`src/rtl/core/twhbl_pkg.sv`:
```
`timescale 1ns / 1ps
// Shared types and constants for the two-wire handshake byte link.
// Used by the link core and its port checker; no dependencies.
package twhbl_pkg;

  localparam int CounterWidth = 32;

  localparam logic [1:0] OP_NONE = 2'd0;
  localparam logic [1:0] OP_SEND = 2'd1;
  localparam logic [1:0] OP_RECV = 2'd2;

  localparam logic [31:0] TimeoutReset = 32'd4000000;

  typedef struct packed {
    logic [1:0] op;
    logic [7:0] tx_byte;
    logic       line_a_high;
    logic       line_b_high;
  } link_in_t;

  typedef struct packed {
    logic       pull_line_a;
    logic       pull_line_b;
    logic       busy_res;
    logic       byte_done;
    logic [7:0] rx_byte;
    logic       timed_out;
  } link_out_t;

endpackage

```
`src/rtl/core/two_wire_handshake_byte_link.sv`:
```
`timescale 1ns / 1ps
// Two-wire open-drain byte link: handshake state machine and result register.
// Depends on twhbl_pkg for the beat types, op codes and counter width.
//
// Usage:
//   The input channel (in_valid/in_ready/in_data) carries one beat per clock:
//   a command (none, send, receive), the byte to send and the sampled levels
//   of lines A and B. Each accepted beat advances the handshake machine by
//   one step and produces exactly one result beat on the output channel
//   (out_valid/out_ready/out_data): which lines to pull low next, busy, the
//   byte-done and timeout pulses, and the received byte on completion.
//   A send shifts the byte out LSB first; a receive shifts bits in at the MSB.
//   Commands are honoured only while idle.
//   cfg_we/cfg_wdata write the receive timeout limit, counted in accepted
//   beats; write it only while the link is idle.
//   The result of a beat is registered and shown in the cycle after it is
//   accepted. Throughput: one beat per cycle when not stalled, set by the single
//   next-state step between the state registers and the result register.
//   Stall: while a result waits with out_ready low, in_ready drops and the
//   state holds; a new beat is taken in the same cycle the waiting result is.
//   Reset: the link returns to idle and no result is pending (the payload
//   register is not reset); the timeout limit returns to 4000000.
module two_wire_handshake_byte_link (
  input  logic                 clk,
  input  logic                 rst,
  input  logic                 in_valid,
  output logic                 in_ready,
  input  twhbl_pkg::link_in_t  in_data,
  output logic                 out_valid,
  input  logic                 out_ready,
  output twhbl_pkg::link_out_t out_data,
  input  logic                 cfg_we,
  input  logic [31:0]          cfg_wdata
);
  import twhbl_pkg::*;

  localparam int CmpWidth = (CounterWidth > 32) ? CounterWidth : 32;
  localparam logic [CounterWidth-1:0] CntMax = {CounterWidth{1'b1}};
  localparam logic [2:0] LastBit = 3'd7;

  typedef enum logic [5:0] {
    PH_IDLE    = 6'b000001,
    PH_TX_PULL = 6'b000010,
    PH_TX_REL  = 6'b000100,
    PH_RX_WAIT = 6'b001000,
    PH_RX_ACK1 = 6'b010000,
    PH_RX_ACK0 = 6'b100000
  } phase_t;

  phase_t                  phase, phase_next;
  logic [2:0]              bits_done, bits_done_next;
  logic [7:0]              shift_byte, shift_byte_next;
  logic [CounterWidth-1:0] elapsed, elapsed_next;
  logic [31:0]             timeout_limit;
  link_out_t               res;
  logic                    in_fire;
  logic                    waiting;
  logic                    tx_one;
  logic                    a_hi, b_hi;

  assign in_ready = !out_valid || out_ready;
  assign in_fire  = in_valid && in_ready;
  assign a_hi     = in_data.line_a_high;
  assign b_hi     = in_data.line_b_high;
  assign tx_one   = shift_byte[0];

  always_comb begin
    phase_next      = phase;
    bits_done_next  = bits_done;
    shift_byte_next = shift_byte;
    elapsed_next    = elapsed;
    waiting         = 1'b0;
    res             = '0;

    // receive steps count up, saturating
    if ((phase == PH_RX_WAIT || phase == PH_RX_ACK1 || phase == PH_RX_ACK0) &&
        elapsed != CntMax) begin
      elapsed_next = elapsed + 1'b1;
    end

    case (phase)
      PH_IDLE: begin
        if (in_data.op == OP_SEND) begin
          shift_byte_next = in_data.tx_byte;
          bits_done_next  = '0;
          phase_next      = PH_TX_PULL;
        end else if (in_data.op == OP_RECV) begin
          shift_byte_next = '0;
          bits_done_next  = '0;
          elapsed_next    = '0;
          phase_next      = PH_RX_WAIT;
        end
      end
      PH_TX_PULL: begin
        if (tx_one ? !a_hi : !b_hi) begin
          phase_next = PH_TX_REL;
        end
      end
      PH_TX_REL: begin
        if (tx_one ? a_hi : b_hi) begin
          shift_byte_next = {1'b0, shift_byte[7:1]};
          if (bits_done == LastBit) begin
            bits_done_next = '0;
            phase_next     = PH_IDLE;
            res.byte_done  = 1'b1;
          end else begin
            bits_done_next = bits_done + 1'b1;
            phase_next     = PH_TX_PULL;
          end
        end
      end
      PH_RX_WAIT: begin
        if (a_hi && b_hi) begin
          waiting = 1'b1;
        end else if (a_hi) begin
          shift_byte_next = {1'b1, shift_byte[7:1]};
          phase_next      = PH_RX_ACK1;
        end else begin
          shift_byte_next = {1'b0, shift_byte[7:1]};
          phase_next      = PH_RX_ACK0;
        end
      end
      PH_RX_ACK1, PH_RX_ACK0: begin
        if (phase == PH_RX_ACK1 ? b_hi : a_hi) begin
          if (bits_done == LastBit) begin
            bits_done_next = '0;
            phase_next     = PH_IDLE;
            res.byte_done  = 1'b1;
            res.rx_byte    = shift_byte;
          end else begin
            bits_done_next = bits_done + 1'b1;
            phase_next     = PH_RX_WAIT;
          end
        end else begin
          waiting = 1'b1;
        end
      end
      default: begin
        phase_next = PH_IDLE;
      end
    endcase

    // abort a stalled receive once the count passes the limit
    if (waiting && (CmpWidth'(elapsed_next) > CmpWidth'(timeout_limit))) begin
      phase_next     = PH_IDLE;
      bits_done_next = '0;
      res.timed_out  = 1'b1;
    end

    res.pull_line_a = (phase_next == PH_TX_PULL && !shift_byte_next[0]) ||
                      (phase_next == PH_RX_ACK1);
    res.pull_line_b = (phase_next == PH_TX_PULL && shift_byte_next[0]) ||
                      (phase_next == PH_RX_ACK0);
    res.busy_res    = (phase_next != PH_IDLE);
  end

  always_ff @(posedge clk) begin
    if (rst) begin
      phase         <= PH_IDLE;
      bits_done     <= '0;
      shift_byte    <= '0;
      elapsed       <= '0;
      out_valid     <= 1'b0;
      timeout_limit <= TimeoutReset;
    end else begin
      if (cfg_we) begin
        timeout_limit <= cfg_wdata;
      end
      if (in_fire) begin
        phase      <= phase_next;
        bits_done  <= bits_done_next;
        shift_byte <= shift_byte_next;
        elapsed    <= elapsed_next;
        out_valid  <= 1'b1;
      end else if (out_ready) begin
        out_valid <= 1'b0;
      end
    end
  end

  // result payload: load on each accepted beat, hold otherwise
  always_ff @(posedge clk) begin
    if (in_fire) begin
      out_data <= res;
    end
  end

endmodule

```
`config.mk`:
```
export PLATFORM = sky130hd
export DESIGN_NAME = two_wire_handshake_byte_link
export DESIGN_NICKNAME = d
export VERILOG_FILES = /design/src/rtl/core/twhbl_pkg.sv /design/src/rtl/core/two_wire_handshake_byte_link.sv
export SDC_FILE = /design/constraint.sdc
export NUM_CORES = 1
export LEC_CHECK = 0
export ABC_AREA = 1
export BUFFER_PORTS_ARGS = -buffer_cell sky130_fd_sc_hd__buf_2
export CAP_MARGIN = 0
export CORE_AREA = 4 4 127 129
export CTS_BUF_LIST = sky130_fd_sc_hd__clkbuf_16
export DETAILED_ROUTE_END_ITERATION = 8
export DIE_AREA = 0 0 131 133
export PLACE_DENSITY = 0.67
export SETUP_SLACK_MARGIN = 0.15
export SLEW_MARGIN = 10
export SYNTH_ARGS = -nofsm -noshare
export SYNTH_HDL_FRONTEND = slang
export SYNTH_SLANG_ARGS = --single-unit
```
`constraint.sdc`:
```
create_clock -name clk -period 7.6 [get_ports clk]
set_clock_uncertainty 0.15 [all_clocks]
set_input_delay 1.52 -clock clk [delete_from_list [all_inputs] [get_ports clk]]
set_output_delay 1.52 -clock clk [all_outputs]
set_load 0.01 [all_outputs]
```
After elaboration in Yosys (flattened, before gate mapping)
Cells that the tools add are included.
{"block": "word_totals", "reg_bits": 95, "latchBits": 0, "ramBits": 0, "rom_bits": 0, "input_bits": 49, "out_inout_bits": 15, "n_memories": 0}
{"block": "classes", "addsub": 2, "mul": 0, "div_mod_pow": 0, "order_cmp": 1, "eq_ne": 20, "shifts": 0, "mux": 42, "bitwise": 0, "n_reduce_logical": 22}
{"operator": "two-way mux 32 bit", "count": 4}
{"operator": "two-way mux 6 bit", "count": 8}
{"operator": "two-way mux 8 bit", "count": 5}
{"operator": "adder 32 x 1 -> 32 bit (second input constant)", "count": 1}
{"operator": "greater-than comparator 32 bit", "count": 1}
{"operator": "!= test 32 bit (second input constant)", "count": 1}
{"operator": "one-hot mux 6 bit (5 select lines)", "count": 1}
{"operator": "one-hot mux 8 bit (3 select lines)", "count": 1}
{"operator": "two-way mux 3 bit", "count": 6}
{"operator": "two-way mux 9 bit", "count": 2}
{"operator": "equality test 6 x 2 -> 1 bit (second input constant)", "count": 2}
{"operator": "equality test 6 x 5 -> 1 bit (second input constant)", "count": 2}
{"operator": "equality test 6 bit (second input constant)", "count": 2}
{"operator": "two-way mux 1 bit", "count": 10}
{"operator": "AND reduction 5 bit", "count": 2}
{"operator": "!= test 3 bit (second input constant)", "count": 3}
{"operator": "one-hot mux 3 bit (3 select lines)", "count": 1}
{"operator": "equality test 6 x 1 -> 1 bit (second input constant)", "count": 1}
{"operator": "equality test 6 x 3 -> 1 bit (second input constant)", "count": 1}
{"operator": "equality test 6 x 4 -> 1 bit (second input constant)", "count": 1}
{"operator": "logical AND 1 bit", "count": 6}
{"operator": "!= test 6 x 1 -> 1 bit (second input constant)", "count": 1}
{"operator": "logical OR 1 bit", "count": 5}
{"operator": "zero test 1 bit", "count": 4}
{"operator": "14 further kinds", "count": 16}

Longest topological paths before layout
{"block": "logic_depth", "depth_word": 14, "ltp_mapped": 29, "ltp_nobuf": 28}

Least setup slack after synthesis
No wires, ideal clock.
{"block": "synth_timing", "path_type": "input to register", "from": "input in_data[10] (netlist bit)", "to": "register bits_done[0]", "setup_ns": 0.113, "arrival_ns": 3.708, "required_time_ns": 7.337, "slack_ns": 3.629, "path_stages": 21, "path_cell_list": "inv_1 ha_1 inv_1 nor3_2 inv_2 buf_2 nand3_1 inv_1 ha_1 nand2_1 nor2_1 and2_1 nand3_1 nor2_1 a21oi_2 nand2_2 nand2_2 nand2_1 nand2_1 nand2_1 nor2_1"}
{"block": "synth_via", "elab_chain_len": 8, "word_cells_on_any_way": 15}
{"item": "from (decl)", "line_no": "two_wire_handshake_byte_link.sv:28", "rtl": "input twhbl_pkg::link_in_t in_data,"}
{"item": "equality test 2 bit", "line_no": "two_wire_handshake_byte_link.sv:87", "rtl": "end else if (in_data.op == OP_RECV) begin"}
{"item": "two-way mux 32 bit", "line_no": "two_wire_handshake_byte_link.sv:87"}
{"item": "two-way mux 32 bit *", "line_no": "two_wire_handshake_byte_link.sv:83", "rtl": "if (in_data.op == OP_SEND) begin"}
{"item": "two-way mux 32 bit *", "line_no": "two_wire_handshake_byte_link.sv:81", "rtl": "case (phase)"}
{"item": "named net elapsed_next[31]", "line_no": "two_wire_handshake_byte_link.sv:53", "rtl": "logic [CounterWidth-1:0] elapsed, elapsed_next;"}
{"item": "greater-than comparator 32 bit *", "line_no": "two_wire_handshake_byte_link.sv:144", "rtl": "if (waiting && (CmpWidth'(elapsed_next) > CmpWidth'(timeout_limit))) begin"}
{"item": "logical AND 1 bit *", "line_no": "two_wire_handshake_byte_link.sv:144"}
{"item": "!= test 4 bit (no line) (tied with other cells)"}
{"item": "AND reduction 5 bit (no line)"}
{"item": "to (signal assigned)", "line_no": "two_wire_handshake_byte_link.sv:171", "rtl": "bits_done <= bits_done_next;"}
{"item": "to (decl)", "line_no": "two_wire_handshake_byte_link.sv:51", "rtl": "logic [2:0] bits_done, bits_done_next;"}
The timed path passes the listed nets; every way through them passes the cells marked *.
A chain may end at the register's enable or synchronous reset.

Worst setup path after layout
{"block": "layout_timing", "from": "input in_data[10] (netlist bit)", "to": "register phase[0]"}
{"block": "layout_via", "elab_chain_len": 7, "word_cells_on_any_way": 11}
{"item": "equality test 2 bit", "line_no": "two_wire_handshake_byte_link.sv:87"}
{"item": "two-way mux 32 bit", "line_no": "two_wire_handshake_byte_link.sv:87"}
{"item": "two-way mux 32 bit *", "line_no": "two_wire_handshake_byte_link.sv:83"}
{"item": "two-way mux 32 bit *", "line_no": "two_wire_handshake_byte_link.sv:81"}
{"item": "named net elapsed_next[31]", "line_no": "two_wire_handshake_byte_link.sv:53"}
{"item": "greater-than comparator 32 bit *", "line_no": "two_wire_handshake_byte_link.sv:144"}
{"item": "logical AND 1 bit *", "line_no": "two_wire_handshake_byte_link.sv:144"}
{"item": "two-way mux 6 bit *", "line_no": "two_wire_handshake_byte_link.sv:144"}
{"item": "to (signal assigned)", "line_no": "two_wire_handshake_byte_link.sv:170", "rtl": "phase <= phase_next;"}
{"item": "to (decl)", "line_no": "two_wire_handshake_byte_link.sv:50", "rtl": "phase_t phase, phase_next;"}
Marks and branches as above.

==> key figures <==
Run status
  • Status: finished, final reports clean

Synthesis
  • Yosys top cell by area: dfxtp_1
  • Post-synth top area share: approximately 28%
  • Synthesized instance count: 860
  • Synthesized Nets: 946
  • YS warnings: 0
  • Post-synthesis sequential area ratio: 34.58%
  • Synth cell types: 41
  • Mean post-synth cell area: about 6.8 sq um
  • Ranking of synthesized cells by area: dfxtp_1 (28%), nand2_1 (9.8%), inv_1 (8.4%)
  • Synthesized area: a little under 6000 sq um
  • Flop and latch count out of synthesis: 95

Layout
  • Diodes inserted: 0
  • Area Overhead vs Synth: 12.18%
  • Final Instance Area: 6591 sq um
  • Share of cells above drive strength 1: roughly 12%
  • Fin util: 43.85%
  • Fill count: 1,577
  • Most frequent cells in the layout: nand2_1 (154), inv_1 (132), a21oi_1 (97)
  • Footprint of the multi-input gates: 3184 sq um
  • Final net count: 994
  • Commonest non-fill, non-tap cell in the layout: nand2_1
  • Sequential cell area: 2032 sq um

Timing
  • Worst-margin pin slew: 841.2 ps
  • Unrepaired setup endpoints after global routing: no
  • Worst hold slack: 314.3 ps
  • Fmax: 0.2324 GHz
  • Slew headroom: 43.92%
  • Setup_tns: 0 ps
  • Final period utilization: 56.62%
  • Final Hold Vio Count: 0
  • Final setup fails: 0
  • Final min period: ~4300 ps
  • Final max-slew violation count: 0

Clocking
  • CTS hold repair buffers: 0
  • Post-CTS resize count: 0
  • Clock sink total: 95
  • CTS tree: done
  • Setup bufs post-CTS: 0
  • Clk_lat worst skew: around 350 ps
  • Clock transition at path regs: 60 ps
  • H-Tree Depth: 3
  • CTS max path bufs: 2
  • Clock buffer count from CTS: 9
  • Clk root buf: clkbuf_16

Setup path
  • R2R cell count: 22
  • Worst Path Max Fanout: 26
  • Reg2reg end: phase[0]
  • Worst R2R Setup Slack: 3680 ps
  • Startpoint Class: primary input
  • Worst EP required: 7690 ps
  • Reg2reg start: elapsed[1]
  • Crit path DAT: 4390 ps
  • Critical path type: in -> reg
  • Worst Setup End Kind: flop

Place
  • Port bufs: 63
  • GPL Wtd Cong: 0.8716
  • Hpwl dp: approximately 11,000 microns
  • Placement Cell Area: between 6000 and 7000 sq um

Global route
  • First-pass GRT wire length: 23,580 microns
  • Total gr overflow: 0
  • Largest net degree at the start of global routing: 92
  • Vias in the first global route: slightly below 5,000
  • GRT Overall Usage: 16.64%
  • Initial antenna violation count: 0

Power and ir drop
  • Clock power frac: 33.6%
  • Sequential Power Share: 46.7%
  • Comb pwr share: 19.7%
  • P_int: 0.8568 mW
  • Static Leak: 3.048 nW
  • Switching portion of total power: 30.63%
  • Cell area power density: ~190 nW/um^2
  • Psw: between 0.3 and 0.4 mW
  • Max IR drop VDD: 0.1048 mV

Floorplanning
  • Die area: 17,420 sq um
  • Die width: around 130 microns
  • Boundary Pins: 64
  • Initial Utilization: 39.08%
  • Die H: 133 microns
  • Core area: 15,030 sq um
  • Std cell rows: 45

Routing
  • Routed len/inst: 12.88 microns
  • Vias/cell: 5.003
  • DR DRC count: 0
  • Post-route ant nets: 0
  • DR vias: between 5,000 and 6,000
  • Detailed Route WL: between 10,000 and 15,000 microns
  • DRT iter0 DRCs: 417
  • Initial DRT Pass Iterations: 6

Min path
  • WHS Endpoint: timeout_limit[6]
  • Hold Path Stages: 2
  • Hold path startpoint: timeout_limit[6]
  • Worst min path class: reg -> reg

Job
  • MaxCap Viol Count: 0
flip-flops by register name, summed over array words and instances, names as in the netlist:
signal and cells:
elapsed 32, timeout_limit 32, out_data 13, shift_byte 8, phase 6, bits_done 3
out_valid 1
kinds of logic after synthesis:
family	share of synthesized area, %
AND/OR/NAND/NOR	24.89
AO/OA/AOI/OAI	19.34
buffers and inverters	11.22
flip-flops	34.58
adder cells (fa/ha/maj)	7.879
XOR/XNOR	2.087
stage by stage:
stage	std cells	total power [mW]	setup slack, ps
after global placement	1085	0.8259	2925
final	1101	1.235	3297
after global routing	1101	1.314	2971
after detailed placement	1085	0.8307	2886
after CTS	1101	1.249	3258
after floorplan	860	0.7619	3629
worst max-delay path: stages:
cell     delay [ps]
buf_2           110
inv_1            50
ha_1            160
inv_1            60
nor3_2          390
inv_2           310
nand3_1         200
inv_1            60
ha_1            290
nand2_1          70
nor2_1          140
and2_1          240
nand3_1         120
nor2_1          150
a21oi_2          50
nand2_2         130
inv_1           100
nor2_1          170
o21ai_1          70
synth_stat cells, drive strengths merged:
cell type,number
a21oi,99
nor4,1
xor2,9
o311ai,1
and2,2
nor3,22
edfxtp,13
nor2,71
nand2,161
xnor2,5
dfxtp,82
o21ai,104
buf,7
a21o,2
inv,140
nand3,40
clkbuf,22
o21bai,1
or2,8
o21a,1
clkinv,2
nand4,18
ha,37
nor4b,1
nor3b,1
o22ai,1
a211oi,1
o211ai,8
power by group through the flow:
stage	registers, mW	clock network, mW	logic [mW]
2_1_floorplan	0.582	0	0.180
3_3_place_gp	0.586	0	0.239
3_5_place_dp	0.587	0	0.244
4_1_cts	0.576	0.427	0.245
5_1_grt	0.581	0.448	0.285
6_report	0.577	0.415	0.244
area by class of cell:
cell class              count  area share, %
clock inverters             7         0.6264
repair buffers             66          5.125
clock buffers               9          3.417
inverters                 142          8.125
flip-flops and latches     95          30.83
multi-input cells         594          48.31
well taps                 188          3.569
metal layers:
metal	routed length, microns	share of wire, %	vias to the layer above	track usage, %
met5	0	0	-	0
met4	256	1.8	0	5.886
met3	627	4.4	19	2.866
met2	6115	43	124	24.97
met1	7181	51	2447	23.85
li1	-	-	2918	-
how the worst max path moves through the flow:
stage / startpoint / endpoint / slack, ps / depth (start not counted)
global route: in_data[10] / bits_done[0] / 2970 / 22
global placement: in_data[10] / bits_done[0] / 2930 / 22
floorplan: in_data[10] / bits_done[0] / 3630 / 21
finish: in_data[10] / phase[0] / 3300 / 19
detailed placement: in_data[10] / phase[0] / 2890 / 20
CTS: in_data[10] / phase[0] / 3260 / 20
No activity file was read; power rests on OpenSTA's default activity.
